## config.mk

```make
export PLATFORM = sky130hd
export DESIGN_NAME = bap_ctrl
export DESIGN_NICKNAME = d
export VERILOG_FILES = /design/src/hdl/bap_pkg.sv /design/src/hdl/bap_ctrl.sv
export SDC_FILE = /design/constraint.sdc
export NUM_CORES = 1
export LEC_CHECK = 0
export ABC_AREA = 1
export BUFFER_PORTS_ARGS = -buffer_cell sky130_fd_sc_hd__buf_2
export CAP_MARGIN = 20
export CORE_AREA = 2 2 39 41
export DETAILED_ROUTE_END_ITERATION = 16
export DIE_AREA = 0 0 41 43
export PLACE_DENSITY = 0.44
export SETUP_SLACK_MARGIN = 0.02
export SYNTH_ARGS = -nofsm -noshare
export SYNTH_HDL_FRONTEND = slang
export SYNTH_SLANG_ARGS = --single-unit
```

## constraint.sdc

```tcl
create_clock -name clock -period 1.7 [get_ports clock]
set_input_delay 0.255 -clock clock [delete_from_list [all_inputs] [get_ports clock]]
set_output_delay 0.255 -clock clock [all_outputs]
set_load 0.02 [all_outputs]
```

## src/hdl/bap_pkg.sv

```systemverilog
// Shared definitions for the bit activity profiler.
// Holds the item modes, parameter defaults and the controller/datapath structs.
// No dependencies.
package bap_pkg;

   localparam int MAX_BITS_DEFAULT    = 256;
   localparam int COUNT_WIDTH_DEFAULT = 16;

   localparam int BIT_COUNT_WIDTH = 9;
   localparam logic [BIT_COUNT_WIDTH-1:0] BIT_COUNT_RESET = 9'd256;

   localparam int LANES = 8;

   localparam logic [1:0] MODE_FRAME = 2'd0;
   localparam logic [1:0] MODE_QUERY = 2'd1;
   localparam logic [1:0] MODE_CLEAR = 2'd2;

   localparam logic [1:0] CLASS_STATIC  = 2'd0;
   localparam logic [1:0] CLASS_SLOW    = 2'd1;
   localparam logic [1:0] CLASS_COUNTER = 2'd2;

   typedef struct packed {
      logic load;
      logic sweep_start;
      logic sweep;
      logic commit;
   } bap_cmd_type;

   typedef struct packed {
      logic req_clear;
      logic item_query;
      logic rsp_free;
      logic sweep_last;
   } bap_status_type;

endpackage

```

## src/hdl/bap_ctrl.sv

```systemverilog
// Controller state machine of the bit activity profiler.
// Sequences the clearing pass, item acceptance and write-back; uses bap_pkg.
module bap_ctrl
   import bap_pkg::*;
(
   input  logic           clock,
   input  logic           reset,
   input  logic           req_tvalid,
   output logic           req_tready,
   input  bap_status_type status,
   output bap_cmd_type    cmd
);

   typedef enum logic [2:0] {
      ST_CLEAR  = 3'b001,
      ST_IDLE   = 3'b010,
      ST_UPDATE = 3'b100
   } bap_state_type;

   bap_state_type state_ff, state_in;
   logic          accept;

   assign req_tready = (state_ff == ST_IDLE);
   assign accept     = req_tvalid && req_tready;

   always_comb begin
      cmd.load        = accept;
      cmd.sweep_start = accept && status.req_clear;
      cmd.sweep       = (state_ff == ST_CLEAR);
      cmd.commit      = (state_ff == ST_UPDATE) && (!status.item_query || status.rsp_free);
   end

   always_comb begin
      state_in = state_ff;
      case (state_ff)
         ST_CLEAR: begin
            if (status.sweep_last) begin
               state_in = ST_IDLE;
            end
         end
         ST_IDLE: begin
            if (accept) begin
               state_in = status.req_clear ? ST_CLEAR : ST_UPDATE;
            end
         end
         ST_UPDATE: begin
            if (cmd.commit) begin
               state_in = ST_IDLE;
            end
         end
         default: begin
            state_in = ST_CLEAR;
         end
      endcase
   end

   always_ff @(posedge clock) begin
      if (reset) begin
         state_ff <= ST_CLEAR;
      end else begin
         state_ff <= state_in;
      end
   end

endmodule

```

Word level (Yosys, flattened, before mapping) --
Index checks and enable logic that the tools add are counted.
Cells by class: equality and inequality tests 6, muxes and demuxes 5, reduce and logical (&&, ||, !) cells 6
Operators with widths (number):
- 3-bit 2-to-1 mux | 4
- 3-bit case mux with 3 select lines | 1
- 2-bit != test (second input constant) | 2
- 3-bit by 1-bit == test with 1-bit output (second input constant) | 1
- 3-bit by 2-bit == test with 1-bit output (second input constant) | 1
- 3-bit == test (second input constant) | 1
- 1-bit logical AND | 3
- 3-bit AND reduction | 1
- 2-bit by 1-bit != test with 1-bit output (second input constant) | 1
- 1-bit logical NOT | 1
- 1-bit logical OR | 1
Word-level totals: bits in registers 3, input bits 7

Longest topological paths before layout --
depth after elaboration 5, depth in mapped cells 7, depth with buffers taken out 7

Worst setup path before layout --
No wires, ideal clock.
path type reg-to-output, from reg state_ff[1], to out cmd[2] (netlist bit), data arrival time 1.127 ns, path slack 0.318 ns, stages on the path, launching flop included 5, buffers on the path 0, path through dfxtp_1 > inv_1 > nor2_2 > nand2_2 > nor3b_1
RTL lines:
- start, declared | RTL line bap_ctrl.sv:20 | bap_state_type state_ff, state_in;
- start signal, assigned | RTL line bap_ctrl.sv:61 | state_ff <= state_in;
- end, declared | RTL line bap_ctrl.sv:11 | output bap_cmd_type cmd

==> flow_metrics.env <==
export IMPL_min_path_type="primary input to flip-flop"
export IMPL_synthCells=38
export IMPL_core_area_um2=1380
export IMPL_critPathLaunch="state_ff[1]$_SDFFE_PP0P_"
export IMPL_reg2reg_slack_ns=0.72
export IMPL_r2r_cells=7
export IMPL_arrival_ns=1.23
export IMPL_synth_xor_area_frac=0
export IMPL_grt_pass1_vias=186
export IMPL_vias_per_cell=3.41
export IMPL_outcome="complete, no violations"
export IMPL_synthAdderAreaFrac=0
export IMPL_rsz0062_at_grt="no"
export IMPL_ys_types=14
export IMPL_crit_required_ns=1.44
export IMPL_htree_levels=1
export IMPL_yosysSeqAreaShare=0.242
export IMPL_post_route_min_period_ns=1.49
export IMPL_rows=14
export IMPL_max_freq_ghz=0.672
export IMPL_syn_nets=45
export IMPL_drive_gt1_frac=0.423
export IMPL_maxCapViolCount=0
export IMPL_avgRoutedWirePerCell_um=6.97
export IMPL_synth_compound_area_share=0.0707
export IMPL_cts_resized=0
export IMPL_ant_nets=0
export IMPL_grt_overflow=0
export IMPL_synthMuxAreaShare=0
export IMPL_io_pins=12
export IMPL_clk_latency_ns=0.23
export IMPL_yosys_warnings=0
export IMPL_post_cts_buffers=0
export IMPL_drt_initial_drc_count=3
export IMPL_tritoncts="done"
export IMPL_top_regs="state_ff: 3 flops"
export IMPL_cp_start_kind="flip-flop"
export IMPL_route_vias_total=232
export IMPL_final_area_um2=342
export IMPL_cts_hold_buf=0
export IMPL_cts_buffer_depth=2
export IMPL_numClockSinks=3
export IMPL_nets=60
export IMPL_numCtsBuffers=3
export IMPL_hold_viol=0
export IMPL_ys_ff_latch=3
export IMPL_timing_final_crit_share=0.875
export IMPL_crit_end="cmd[2]"
export IMPL_largest_register_ffs=3
export IMPL_synth_top_family_by_area="simple AND/OR/NAND/NOR gates"
export IMPL_syn_mean_instance_area_um2=6.52
export IMPL_cts_root_buf="clkbuf_4"
export IMPL_wl_um=474
export IMPL_synth_simple_area_share=0.505
export IMPL_areaGrowthSynthToFinish_pct=37.9
export IMPL_fin_skew_ns=0.00436
export IMPL_post_dp_cell_area_um2=315
export IMPL_worst_pin_slew_ns=0.156
export IMPL_first_pass_iters=2
export IMPL_place_gp_congestion=0.761
export IMPL_crit_path_max_fanout=4
export IMPL_netlist_area_um2=248
export IMPL_max_slew_margin_rel=0.896
export IMPL_clk_transition_reported_paths_ns=0.03
export IMPL_rr_startpoint="state_ff[1]$_SDFFE_PP0P_"
export IMPL_regMostFlops="state_ff"
export IMPL_diodes=0
export IMPL_die_width_um=41
export IMPL_grt_antenna_before_repair=0
export IMPL_die_h_um=43
export IMPL_setup_tns_ns=0
export IMPL_critical_path_class="flip-flop to output port"
export IMPL_r2r_end="state_ff[0]$_SDFFE_PP1P_"
export IMPL_synthDominantCellAreaShare=0.242
export IMPL_io_buffers=11
export IMPL_ir_worst_vdd_uv=681
export IMPL_synth_area_leaders="dfxtp_1 24%, inv_1 15%, nand2_1 11%, nand3_2 8.1%, nor2_1 7.6%"
export IMPL_finalSetupViolations=0
export IMPL_yosysTopAreaCell="dfxtp_1"
export IMPL_drcViolationCount=0
export IMPL_cp_end_kind="output port"
export IMPL_finalMaxSlewViolations=0
export IMPL_dieArea_um2=1760
export IMPL_grtUsageTotal=0.0611
export IMPL_grt_pass1_wl_um=683
export IMPL_grt_max_degree=5
export IMPL_pwr_density_cell_nw_per_um2=1590
export IMPL_start_util=0.179
export IMPL_leakagePower_nw=0.208
metal layers:
layer | global-route usage | wire, um
met1 | 0.0863 | 257
met4 | 0.0200 | 0
met3 | 0.0628 | 69
met2 | 0.0594 | 147
met5 | 0 | 0
cells in the mapped netlist, drive strengths merged:
cell    instances
nor3b           1
nand3           4
buf             1
nand4           1
nor2            8
a21oi           1
nand2           8
dfxtp           3
inv            10
a211oi          1
kinds of logic after synthesis:
kind of cell           count (synthesis)
buffers and inverters                 11
AO/OA/AOI/OAI                          2
flip-flops                             3
AND/OR/NAND/NOR                       22
placed cells by master (no fill, tap or decap):
cell / synthesis / routed
nand4_2: 1 / 1
dfxtp_1: 3 / 3
a211oi_2: 1 / 1
clkbuf_4: 0 / 3
buf_2: 0 / 11
nand3_1: 2 / 2
nor2_2: 2 / 2
a21oi_1: 1 / 1
nor3b_1: 1 / 1
clkbuf_1: 0 / 1
nand3_2: 2 / 2
nand2_1: 7 / 7
inv_1: 10 / 10
nor2_4: 1 / 1
nor2_1: 5 / 5
nand2_2: 1 / 1
stage by stage:
step                total power, mW  hold slack, ns  cells  setup WS [ns]  utilization
floorplan                     0.361           0.328     38          0.318            -
CTS                           0.555           0.222     68          0.197        0.247
global placement              0.428           0.467     64          0.466        0.228
detailed placement            0.425           0.467     64          0.452        0.228
finish                        0.542           0.230     68          0.212        0.247
global route                  0.605           0.235     68         0.0908        0.247
report_power, final:
group          switching (mW)  internal, mW  total, mW
clock network          0.0348        0.0878      0.123
registers              0.0257         0.102      0.128
logic                   0.190         0.101      0.292
critical path, cell delays in order, from the launching register on:
cell,delay (ns)
dfxtp_1,0.31
inv_1,0.08
nor2_2,0.13
nand2_2,0.11
nor3b_1,0.18
buf_2,0.19
cell type report:
| cell class | instances | area [um^2] |
|---|---|---|
| fill | 158 | 1040 |
| multi-input combinational | 24 | 143 |
| timing repair buffer | 11 | 55.1 |
| tap | 16 | 20.0 |
| sequential | 3 | 60.1 |
| inverter | 10 | 37.5 |
| clock buffer | 4 | 26.3 |
worst min-delay path by stage:
stage | slack [ns] | to | cells past startpoint | start
detailed placement | 0.47 | state_ff[1]$_SDFFE_PP0P_ | 2 | reset
global route | 0.23 | state_ff[1]$_SDFFE_PP0P_ | 2 | reset
CTS | 0.22 | state_ff[1]$_SDFFE_PP0P_ | 2 | reset
global placement | 0.47 | state_ff[1]$_SDFFE_PP0P_ | 2 | reset
finish | 0.23 | state_ff[1]$_SDFFE_PP0P_ | 2 | reset
floorplan | 0.33 | state_ff[1]$_SDFFE_PP0P_ | 1 | reset
Power figures use the tool's default switching activity.
